[src/rtl/ogrm_pkg.sv]
// Shared types and constants for the occupancy grid ray marker.
package ogrm_pkg;

   localparam int COORD_W = 11;
   localparam int DELTA_W = 12;

   localparam logic [7:0] CELL_FREE     = 8'd0;
   localparam logic [7:0] CELL_OCCUPIED = 8'd100;
   localparam logic [7:0] CELL_UNKNOWN  = 8'd255;

   localparam logic CMD_PLOT = 1'b0;
   localparam logic CMD_READ = 1'b1;

   localparam logic CSR_ORIGIN_X = 1'b0;
   localparam logic CSR_ORIGIN_Y = 1'b1;

   typedef logic signed [COORD_W-1:0] coord_type;
   typedef logic signed [DELTA_W-1:0] delta_type;

   // Bresenham walker state for one ray
   typedef struct packed {
      coord_type x;
      coord_type y;
      coord_type xe;
      coord_type ye;
      delta_type dx;
      delta_type dy;
      logic      sx_neg;
      logic      sy_neg;
      delta_type err;
   } ray_state_type;

   // Result of one walker step
   typedef struct packed {
      logic      active;
      coord_type x;
      coord_type y;
      delta_type err;
   } ray_step_type;

endpackage

[src/rtl/ogrm_ray_step.sv]
// One Bresenham step: grid bounds check, end test and next position.
module ogrm_ray_step #(
   parameter int GRID_WIDTH  = 256,
   parameter int GRID_HEIGHT = 256
) (
   input  ogrm_pkg::ray_state_type ray,
   output ogrm_pkg::ray_step_type  step
);

   localparam int E2W = ogrm_pkg::DELTA_W + 1;
   localparam ogrm_pkg::coord_type WidthS  = $signed(ogrm_pkg::COORD_W'(GRID_WIDTH));
   localparam ogrm_pkg::coord_type HeightS = $signed(ogrm_pkg::COORD_W'(GRID_HEIGHT));

   logic signed [E2W-1:0] e2;
   logic signed [E2W-1:0] neg_dy;
   logic signed [E2W-1:0] dx_ext;
   logic                  step_x;
   logic                  step_y;
   logic                  in_grid;
   logic                  at_end;

   always_comb begin
      e2     = $signed({ray.err, 1'b0});
      neg_dy = -$signed(E2W'(ray.dy));
      dx_ext = $signed(E2W'(ray.dx));
      step_x = e2 > neg_dy;
      step_y = e2 < dx_ext;

      in_grid = !ray.x[ogrm_pkg::COORD_W-1] && (ray.x < WidthS) &&
                !ray.y[ogrm_pkg::COORD_W-1] && (ray.y < HeightS);
      at_end  = (ray.x == ray.xe) && (ray.y == ray.ye);

      step.active = in_grid && !at_end;
      step.err    = ray.err - (step_x ? ray.dy : '0) + (step_y ? ray.dx : '0);
      step.x      = !step_x ? ray.x : (ray.sx_neg ? ray.x - 11'sd1 : ray.x + 11'sd1);
      step.y      = !step_y ? ray.y : (ray.sy_neg ? ray.y - 11'sd1 : ray.y + 11'sd1);
   end

endmodule
[config.mk]
export PLATFORM = sky130hd
export DESIGN_NAME = ogrm_ray_step
export DESIGN_NICKNAME = d
export VERILOG_FILES = /design/src/rtl/ogrm_pkg.sv /design/src/rtl/ogrm_ray_step.sv
export SDC_FILE = /design/constraint.sdc
export NUM_CORES = 1
export LEC_CHECK = 0
export ABC_AREA = 1
export BUFFER_PORTS_ARGS = -buffer_cell sky130_fd_sc_hd__buf_2
export CAP_MARGIN = 20
export CORE_MARGIN = 3
export CORE_UTILIZATION = 40
export DETAILED_ROUTE_END_ITERATION = 10
export MAX_ROUTING_LAYER = met4
export PLACE_DENSITY = 0.7
export SYNTH_ARGS = -nofsm -noshare
export SYNTH_HDL_FRONTEND = slang
export SYNTH_SLANG_ARGS = --single-unit
[constraint.sdc]
create_clock -name vclk -period 17.2
set_input_delay 3.44 -clock vclk [all_inputs]
set_output_delay 3.44 -clock vclk [all_outputs]
set_load 0.05 [all_outputs]
==> results of run 1 <==
==> power by group through the flow <==
stage	registers, mW	logic [mW]	clock network [mW]
after floorplan	0	0.272	0
after global placement	0	0.339	0
after detailed placement	0	0.343	0
after CTS	0	0.344	0
after global routing	0	0.375	0
final	0	0.343	0
==> cell type report <==
type,instances,area (um^2),area share (%)
Inverter,107,404,10.3
Multi-Input combinational cell,412,2800,71.5
Tap cell,102,128,3.26
Timing Repair Buffer,117,586,15.0
==> path summary, 6_finish.rpt <==
check | from | end | slack, ps | depth (start not counted)
worst max-delay path | ray[14] | step[8] | 5680 | 25
worst min-delay path | ray[80] | step[34] | 7260 | 3
==> logic make-up (layout without fill, tap and decap cells) <==
kind of cell | count (synthesis) | count (layout) | synth area share, %
buffers and inverters | 112 | 224 | 14.3
AO/OA/AOI/OAI | 76 | 76 | 13.4
adder cells (fa/ha/maj) | 68 | 68 | 29.0
XOR/XNOR | 53 | 53 | 14.2
AND/OR/NAND/NOR | 215 | 215 | 29.0
==> cell usage in the layout, fill, tap and decap left out, types with 2 or more instances in the layout <==
cell       count
a21oi_1       36
buf_2        117
fa_1          13
ha_1          55
inv_1        105
nand2_1      116
nand2_2        6
nand3_1       17
nand3b_1       2
nand4_1       10
nor2_1        41
nor2_2         2
nor3_1         6
nor3_2         2
nor4_1         5
o2111ai_1      2
o21a_1         2
o21ai_0       14
o21ai_1        8
o21ai_2        9
or2_2          5
xnor2_1        9
xor2_1        44
==> worst max-delay path, delay by kind of cell <==
family | cells | cell delay (ps)
AOI/OAI and AO/OA | 5 | 910
adders and majority gates | 4 | 1340
and+or+nand+nor | 10 | 1640
xor gates and xnor gates | 1 | 170
buffers and inverters | 5 | 570
==> per-stage QoR <==
step                      utilization [%]  hold WS (ps)
after floorplan                         -          7060
after global placement               50.1          7270
after detailed placement             50.1          7260
after CTS                            50.1          7260
after global routing                 50.1          7300
final                                50.1          7260
==> layer usage <==
layer	vias to the layer above	global-route usage, %	share of wire, %
met5	-	-	0
met4	0	0.818	0.23
met3	2	0.704	5.9
met2	98	33.6	49
met1	1577	22.9	45
li1	1893	-	-
==> results.sh, run 1 <==
export IMPL_antenna_found_initial=0
export IMPL_fmax_mhz=86.8
export IMPL_die_width_um=96.4
export IMPL_finalCriticalPeriod_ps=11520
export IMPL_cap_violations=0
export IMPL_grt_max_degree=28
export IMPL_post_cts_resized=0
export IMPL_p_per_area_nw_per_um2=87.5
export IMPL_initial_core_util_pct=41.8
export IMPL_place_gp_congestion=0.881
export IMPL_antenna_cells=0
export IMPL_dpl_instance_area_um2=3920
export IMPL_max_slew_margin_rel_pct=63.5
export IMPL_swShare_pct=72.2
export IMPL_numPortBuffers=117
export IMPL_drt_iter0_markers=75
export IMPL_drive_above_1_share_pct=23.0
export IMPL_cp_arrival_ps=8080
export IMPL_drc_errors=0
export IMPL_yosys_warnings=0
export IMPL_crit_path_end_kind="output pin"
export IMPL_post_dp_hpwl_mm=7.61
export IMPL_seq_area_frac_synth_pct=0
export IMPL_postCtsHoldBufs=0
export IMPL_worstSetupPathType="in -> out"
export IMPL_combPwrFrac_pct=100.0
export IMPL_ys_top_cells_by_count="nand2_1, inv_1, ha_1, xor2_1, nor2_1"
export IMPL_p_seq_share_pct=0
export IMPL_hold_viol_final=0
export IMPL_synth_area_leaders="ha_1, nand2_1, inv_1, xor2_1, fa_1"
export IMPL_p_int_mw=0.0954
export IMPL_wl_per_cell_um=11.6
export IMPL_crit_slowest_cell="fa_1"
export IMPL_ff_latch_area_um2=0
export IMPL_synth_most_common_cell="nand2_1"
export IMPL_power_switching_mw=0.247
export IMPL_syn_area_per_cell_um2=6.23
export IMPL_postCtsSetupBuffers=0
export IMPL_synthCells=524
export IMPL_num_vias=3570
export IMPL_netlist_cell_type_count=36
export IMPL_clock_buffers=0
export IMPL_final_fill_count=824
export IMPL_nets=788
export IMPL_grt_usage_pct=18.2
export IMPL_design_area_um2=3920
export IMPL_finalPower_mw=0.343
export IMPL_totalWireLength_mm=8.52
export IMPL_drv_slew=0
export IMPL_yosysTopAreaCell="ha_1"
export IMPL_drt_vias_per_instance=4.84
export IMPL_antenna_left=0
export IMPL_slowest_delay_ps=510
export IMPL_critPathLaunchType="input port"
export IMPL_min_period_over_period_pct=67.0
export IMPL_grt_ovfl_total=0
export IMPL_io_pins=117
export IMPL_syn_area_um2=3270
export IMPL_grt_first_pass_wirelength_mm=13.7
export IMPL_required_ps=13760
export IMPL_finalSetupViolCount=0
export IMPL_placementRows=32
export IMPL_p_leak_nw=2.33
export IMPL_dr_pass1_iters=4
export IMPL_layout_setup_ws_ps=5680
export IMPL_ir_drop_v=0.0000488
export IMPL_hold_path_class="in -> out"
export IMPL_synth_fp_nets=674
export IMPL_area_growth_pct=19.9
export IMPL_dieArea_um2=9280
export IMPL_clockPowerShare_pct=0
export IMPL_tns_ps=0
export IMPL_netlist_area_leader_share_pct=21.1
export IMPL_crit_path_max_fanout=27
export IMPL_status="complete, no violations"
export IMPL_die_y_um=96.4
export IMPL_tightest_slew_ps=545
export IMPL_core_um2=7810
export IMPL_design_seq_count=0
export IMPL_place_ws_ps=5660
export IMPL_placedCellCount=738
export IMPL_finalNonFillerCells=738
export IMPL_grt_pass1_vias=3341
export IMPL_grt_setup_unrepaired="false"
Note: power is estimated with default switching activity, not from simulation.
==> run 2: changes to the inputs <==
--- a/config.mk
+++ b/config.mk
@@ -5,7 +5,7 @@
 export SDC_FILE = /design/constraint.sdc
 export NUM_CORES = 1
 export LEC_CHECK = 0
-export ABC_AREA = 1
+export ABC_AREA = 0
 export BUFFER_PORTS_ARGS = -buffer_cell sky130_fd_sc_hd__buf_2
 export CAP_MARGIN = 20
 export CORE_MARGIN = 3
==> constraint.sdc (replaced) <==
create_clock -name vclk -period 12
set_input_delay 2.4 -clock vclk [all_inputs]
set_output_delay 2.4 -clock vclk [all_outputs]
set_load 0.05 [all_outputs]
==> run 2 against run 1 <==
Against the previous run:
- hold slack lost 2100 ps
- final area is 0.64% lower
- total power rose by 38%
- synthesized area shrank 1.6%
- cell count fell by 14%
- wire length grew 2.7%
- worst setup slack worse by 3600 ps
- first-iteration DRC count up 1.3%
- global-route usage up 1.7 points
- critical endpoint is now step[10]
- largest cell class unchanged
==> results.sh, run 2 <==
export IMPL_post_dp_hpwl_mm=7.71
export IMPL_combPwrFrac_pct=100.0
export IMPL_drive_above_1_share_pct=26.4
export IMPL_min_to="step[34]"
export IMPL_ys_top_cells_by_count="inv_1, ha_1, xor2_1, a21oi_1, nor2_1"
export IMPL_postCtsHoldBufs=0
export IMPL_dieArea_um2=9150
export IMPL_synth_fp_nets=572
export IMPL_netlist_area_leader_share_pct=21.4
export IMPL_hp_start="ray[70]"
export IMPL_wl_per_cell_um=13.8
export IMPL_antenna_found_initial=0
export IMPL_place_ws_ps=2080
export IMPL_grt_pass1_vias=3421
export IMPL_io_pins=117
export IMPL_hold_path_class="in -> out"
export IMPL_finalSetupViolCount=0
export IMPL_drv_slew=0
export IMPL_worstSetupPathType="in -> out"
export IMPL_final_common_cell="buf_2"
export IMPL_post_cts_resized=0
export IMPL_area_growth_pct=21.0
export IMPL_yosysTopAreaCell="ha_1"
export IMPL_final_fill_count=803
export IMPL_place_gp_congestion=0.871
export IMPL_num_vias=3371
export IMPL_die_y_um=95.6
export IMPL_p_int_mw=0.155
export IMPL_design_seq_count=0
export IMPL_tns_ps=0
export IMPL_grt_setup_unrepaired="false"
export IMPL_initial_core_util_pct=41.4
export IMPL_max_slew_margin_rel_pct=56.4
export IMPL_power_switching_mw=0.319
export IMPL_netlist_cell_type_count=63
export IMPL_mostFrequentLayoutCells="buf_2, inv_1, ha_1"
export IMPL_p_leak_nw=2.07
export IMPL_core_um2=7770
export IMPL_crit_path_max_fanout=15
export IMPL_crit_path_end_kind="output pin"
export IMPL_dr_pass1_iters=4
export IMPL_p_per_area_nw_per_um2=122
export IMPL_nets=686
export IMPL_drt_vias_per_instance=5.30
export IMPL_synthCells=422
export IMPL_die_width_um=95.6
export IMPL_drt_iter0_markers=76
export IMPL_drc_errors=0
export IMPL_hold_depth=3
export IMPL_swShare_pct=67.3
export IMPL_clock_buffers=0
export IMPL_cp_arrival_ps=7510
export IMPL_p_seq_share_pct=0
export IMPL_ff_latch_area_um2=0
export IMPL_syn_area_um2=3210
export IMPL_clockPowerShare_pct=0
export IMPL_seq_area_frac_synth_pct=0
export IMPL_required_ps=9600
export IMPL_grt_ovfl_total=0
export IMPL_placementRows=32
export IMPL_tightest_slew_ps=652
export IMPL_cap_violations=0
export IMPL_crit_path_start="ray[20]"
export IMPL_antenna_left=0
export IMPL_synth_area_leaders="ha_1, xor2_1, fa_1, inv_1, xnor2_1"
export IMPL_totalWireLength_mm=8.76
export IMPL_grt_usage_pct=19.8
export IMPL_numPortBuffers=117
export IMPL_syn_area_per_cell_um2=7.62
export IMPL_critPathLaunchType="input port"
export IMPL_finalCriticalPeriod_ps=9910
export IMPL_grt_max_degree=33
export IMPL_synth_most_common_cell="inv_1"
export IMPL_postCtsSetupBuffers=0
export IMPL_min_period_over_period_pct=82.6
export IMPL_hold_viol_final=0
export IMPL_layout_setup_ws_ps=2090
export IMPL_antenna_cells=0
export IMPL_yosys_warnings=0
export IMPL_ir_drop_v=0.0000660
export IMPL_grt_first_pass_wirelength_mm=14.6
export IMPL_fmax_mhz=101
export IMPL_final_util_pct=50.1
export IMPL_status="complete, no violations"
-- run 2: per-stage QoR --
stage	hold WS, ps	power (mW)	std cells	area (um^2)
floorplan	4980	0.377	422	3210
global placement	5180	0.467	636	3890
detailed placement	5180	0.475	636	3890
CTS	5180	0.476	636	3890
global route	5210	0.513	636	3890
finish	5170	0.475	636	3890
-- run 2: per-layer routing --
layer / wire, um / GRT usage (%)
met5: 0 / -
met4: 64 / 1.90
met3: 523 / 0.316
met2: 4270 / 36.1
met1: 3900 / 25.3
-- run 2: area by class of cell --
cell class                      count  area, um^2  share of cell area (%)
Inverter                           59         221                    5.69
Multi-Input combinational cell    357        2950                    75.8
Tap cell                          102         128                    3.28
Timing Repair Buffer              118         593                    15.2
-- run 2: how the worst max path moves through the flow --
stage                to  slack [ps]  cells past startpoint
4_1_cts        step[11]        2060                     19
3_3_place_gp   step[11]        2230                     19
6_report       step[10]        2090                     20
3_5_place_dp   step[11]        2080                     19
2_1_floorplan  step[10]        2680                     20
5_1_grt        step[10]        1670                     21
-- run 2: logic make-up after synthesis --
logic type      share of synthesized area, %
compound gates                          19.6
fa+ha+maj                               29.5
mux                                     3.89
buf+inv                                 8.29
simple gates                            21.9
xor+xnor                                16.8
-- run 2: power groups by stage --
stage	Sequential, mW	Combinational (mW)	Clock [mW]
after global routing	0	0.513	0
final	0	0.475	0
after detailed placement	0	0.475	0
after global placement	0	0.467	0
after floorplan	0	0.377	0
after CTS	0	0.476	0
-- run 2: critical path, stage by stage --
cell and delay, ps:
buf_2 130, or4_1 580, nor3_1 250, xnor2_1 150, ha_1 280, a211oi_1 220, nand2_1 90, a41oi_2 220
a31oi_2 300, and3_2 330, fa_1 500, inv_1 70, fa_1 450, a21o_1 200, a21oi_1 230, o21bai_1 120
a211o_1 330, a211o_1 260, o211ai_1 80, buf_2 280
==> run 3: changes to the inputs <==
--- a/config.mk
+++ b/config.mk
@@ -12,7 +12,7 @@
 export CORE_UTILIZATION = 40
 export DETAILED_ROUTE_END_ITERATION = 10
 export MAX_ROUTING_LAYER = met4
-export PLACE_DENSITY = 0.7
+export PLACE_DENSITY = 0.72
 export SYNTH_ARGS = -nofsm -noshare
 export SYNTH_HDL_FRONTEND = slang
 export SYNTH_SLANG_ARGS = --single-unit
==> constraint.sdc (replaced) <==
create_clock -name vclk -period 8.5
set_input_delay 1.7 -clock vclk [all_inputs]
set_output_delay 1.7 -clock vclk [all_outputs]
set_load 0.05 [all_outputs]
==> run 3 against run 2 <==
Against the previous run:
- worst setup slack worse by 1800 ps
- first-iteration DRC count is 12% higher
- hold slack worse by 1400 ps
- sequential share of layout area stayed put
- wire length is 1.4% higher
- final area is 0.39% higher
- clock-buffer cell count stayed put
==> results.sh, run 3 (synthesis gave the netlist of run 2 again) <==
export IMPL_status="complete, no violations"
export IMPL_crit_path_end_kind="output pin"
export IMPL_endpoint="step[10]"
export IMPL_post_cts_resized=0
export IMPL_p_leak_nw=2.08
export IMPL_path_depth=20
export IMPL_drc_errors=0
export IMPL_die_width_um=95.6
export IMPL_design_seq_count=0
export IMPL_clockPowerShare_pct=0
export IMPL_cap_violations=0
export IMPL_placementRows=32
export IMPL_grt_ovfl_total=0
export IMPL_initial_core_util_pct=41.4
export IMPL_required_ps=6800
export IMPL_crit_path_start="ray[20]"
export IMPL_dieArea_um2=9150
export IMPL_power_switching_mw=0.455
export IMPL_finalSetupViolCount=0
export IMPL_p_seq_share_pct=0
export IMPL_hold_ws_ps=3790
export IMPL_crit_path_max_fanout=6
export IMPL_hold_path_class="in -> out"
export IMPL_numPortBuffers=117
export IMPL_drive_above_1_share_pct=26.7
export IMPL_die_y_um=95.6
export IMPL_wirelength_met1_mm=3.96
export IMPL_slowest_delay_ps=580
export IMPL_postCtsSetupBuffers=0
export IMPL_cpLargestDelayFamily="compound AO/OA/AOI/OAI gates"
export IMPL_dpl_instance_area_um2=3910
export IMPL_crit_path_cell_trace="buf_2 > or4_1 > nor3_1 > xnor2_1 > ha_1 > a211oi_1 > nand2_1 > a41oi_2 > a31oi_2 > and3_2 > fa_1 > inv_1 > fa_1 > a21o_1 > a21oi_1 > o21bai_1 > a211o_1 > a211o_1 > o211ai_1 > buf_2"
export IMPL_placedCellCount=638
export IMPL_antenna_cells=0
export IMPL_drv_slew=0
export IMPL_antenna_left=0
export IMPL_final_fill_count=765
export IMPL_mostFrequentLayoutCells="buf_2, inv_1, ha_1"
export IMPL_tns_ps=0
export IMPL_swShare_pct=67.3
export IMPL_grt_pass1_vias=3292
export IMPL_critPathLaunchType="input port"
export IMPL_finalCriticalPeriod_ps=8250
export IMPL_post_dp_hpwl_mm=7.87
export IMPL_min_period_over_period_pct=97.0
export IMPL_num_vias=3343
export IMPL_postCtsHoldBufs=0
export IMPL_max_slew_margin_rel_pct=57.0
export IMPL_finalNonFillerCells=638
export IMPL_antenna_found_initial=0
export IMPL_wl_per_cell_um=13.9
export IMPL_final_common_cell="buf_2"
export IMPL_totalWireLength_mm=8.88
export IMPL_hold_viol_final=0
export IMPL_nets=688
export IMPL_hold_depth=3
export IMPL_grt_usage_pct=19.8
export IMPL_p_int_mw=0.222
export IMPL_area_growth_pct=21.5
export IMPL_ff_latch_area_um2=0
export IMPL_ir_drop_v=0.000101
export IMPL_io_pins=117
export IMPL_place_gp_congestion=0.889
export IMPL_fmax_mhz=121
export IMPL_dr_pass1_iters=4
export IMPL_path_buf_inv=3
export IMPL_wl_met3_um=565
export IMPL_final_util_pct=50.3
export IMPL_design_area_um2=3910
export IMPL_drt_iter0_markers=85
export IMPL_top_layer_used="met4"
export IMPL_cp_arrival_ps=6550
export IMPL_worstSetupPathType="in -> out"
export IMPL_grt_max_degree=22
export IMPL_grt_first_pass_wirelength_mm=14.5
export IMPL_combPwrFrac_pct=100.0
export IMPL_core_um2=7770
export IMPL_clock_buffers=0
export IMPL_drt_vias_per_instance=5.24
export IMPL_grt_setup_unrepaired="false"
export IMPL_tightest_slew_ps=636
export IMPL_crit_slowest_cell="or4_1"
export IMPL_wl_met2_mm=4.29
export IMPL_p_per_area_nw_per_um2=173
run 3: changes by cell type in the layout (fill, tap and decap cells not counted), sizes merged:
cell and change:
buf +2
run 3: how the worst min path moves through the flow:
stage,from,endpoint,slack [ps]
5_1_grt,ray[70],step[34],3810
3_3_place_gp,ray[70],step[34],3770
6_report,ray[70],step[34],3790
2_1_floorplan,ray[70],step[34],3580
3_5_place_dp,ray[81],step[34],3790
4_1_cts,ray[81],step[34],3790
run 3: layout make-up:
| type | instances | area, um^2 | area share, % |
|---|---|---|---|
| multi-input cells | 357 | 2950 | 75.5 |
| well taps | 102 | 128 | 3.27 |
| inverters | 59 | 221 | 5.67 |
| repair buffers | 120 | 608 | 15.6 |
run 3: metal layers:
metal | up-vias | global-route usage [%]
met4 | 0 | 1.66
met3 | 6 | 0.631
li1 | 1729 | -
met1 | 1491 | 25.3
met5 | - | -
met2 | 117 | 35.9
run 3: metrics by stage:
step                      power, mW  setup slack [ps]
after floorplan               0.533               578
after global placement        0.664               350
after detailed placement      0.676               270
after global routing          0.731              31.7
final                         0.677               252
after CTS                     0.678               261
run 3: power by group through the flow:
stage | clock, mW | combinational (mW) | sequential (mW)
floorplan | 0 | 0.533 | 0
global placement | 0 | 0.664 | 0
detailed placement | 0 | 0.676 | 0
CTS | 0 | 0.678 | 0
global route | 0 | 0.731 | 0
finish | 0 | 0.677 | 0
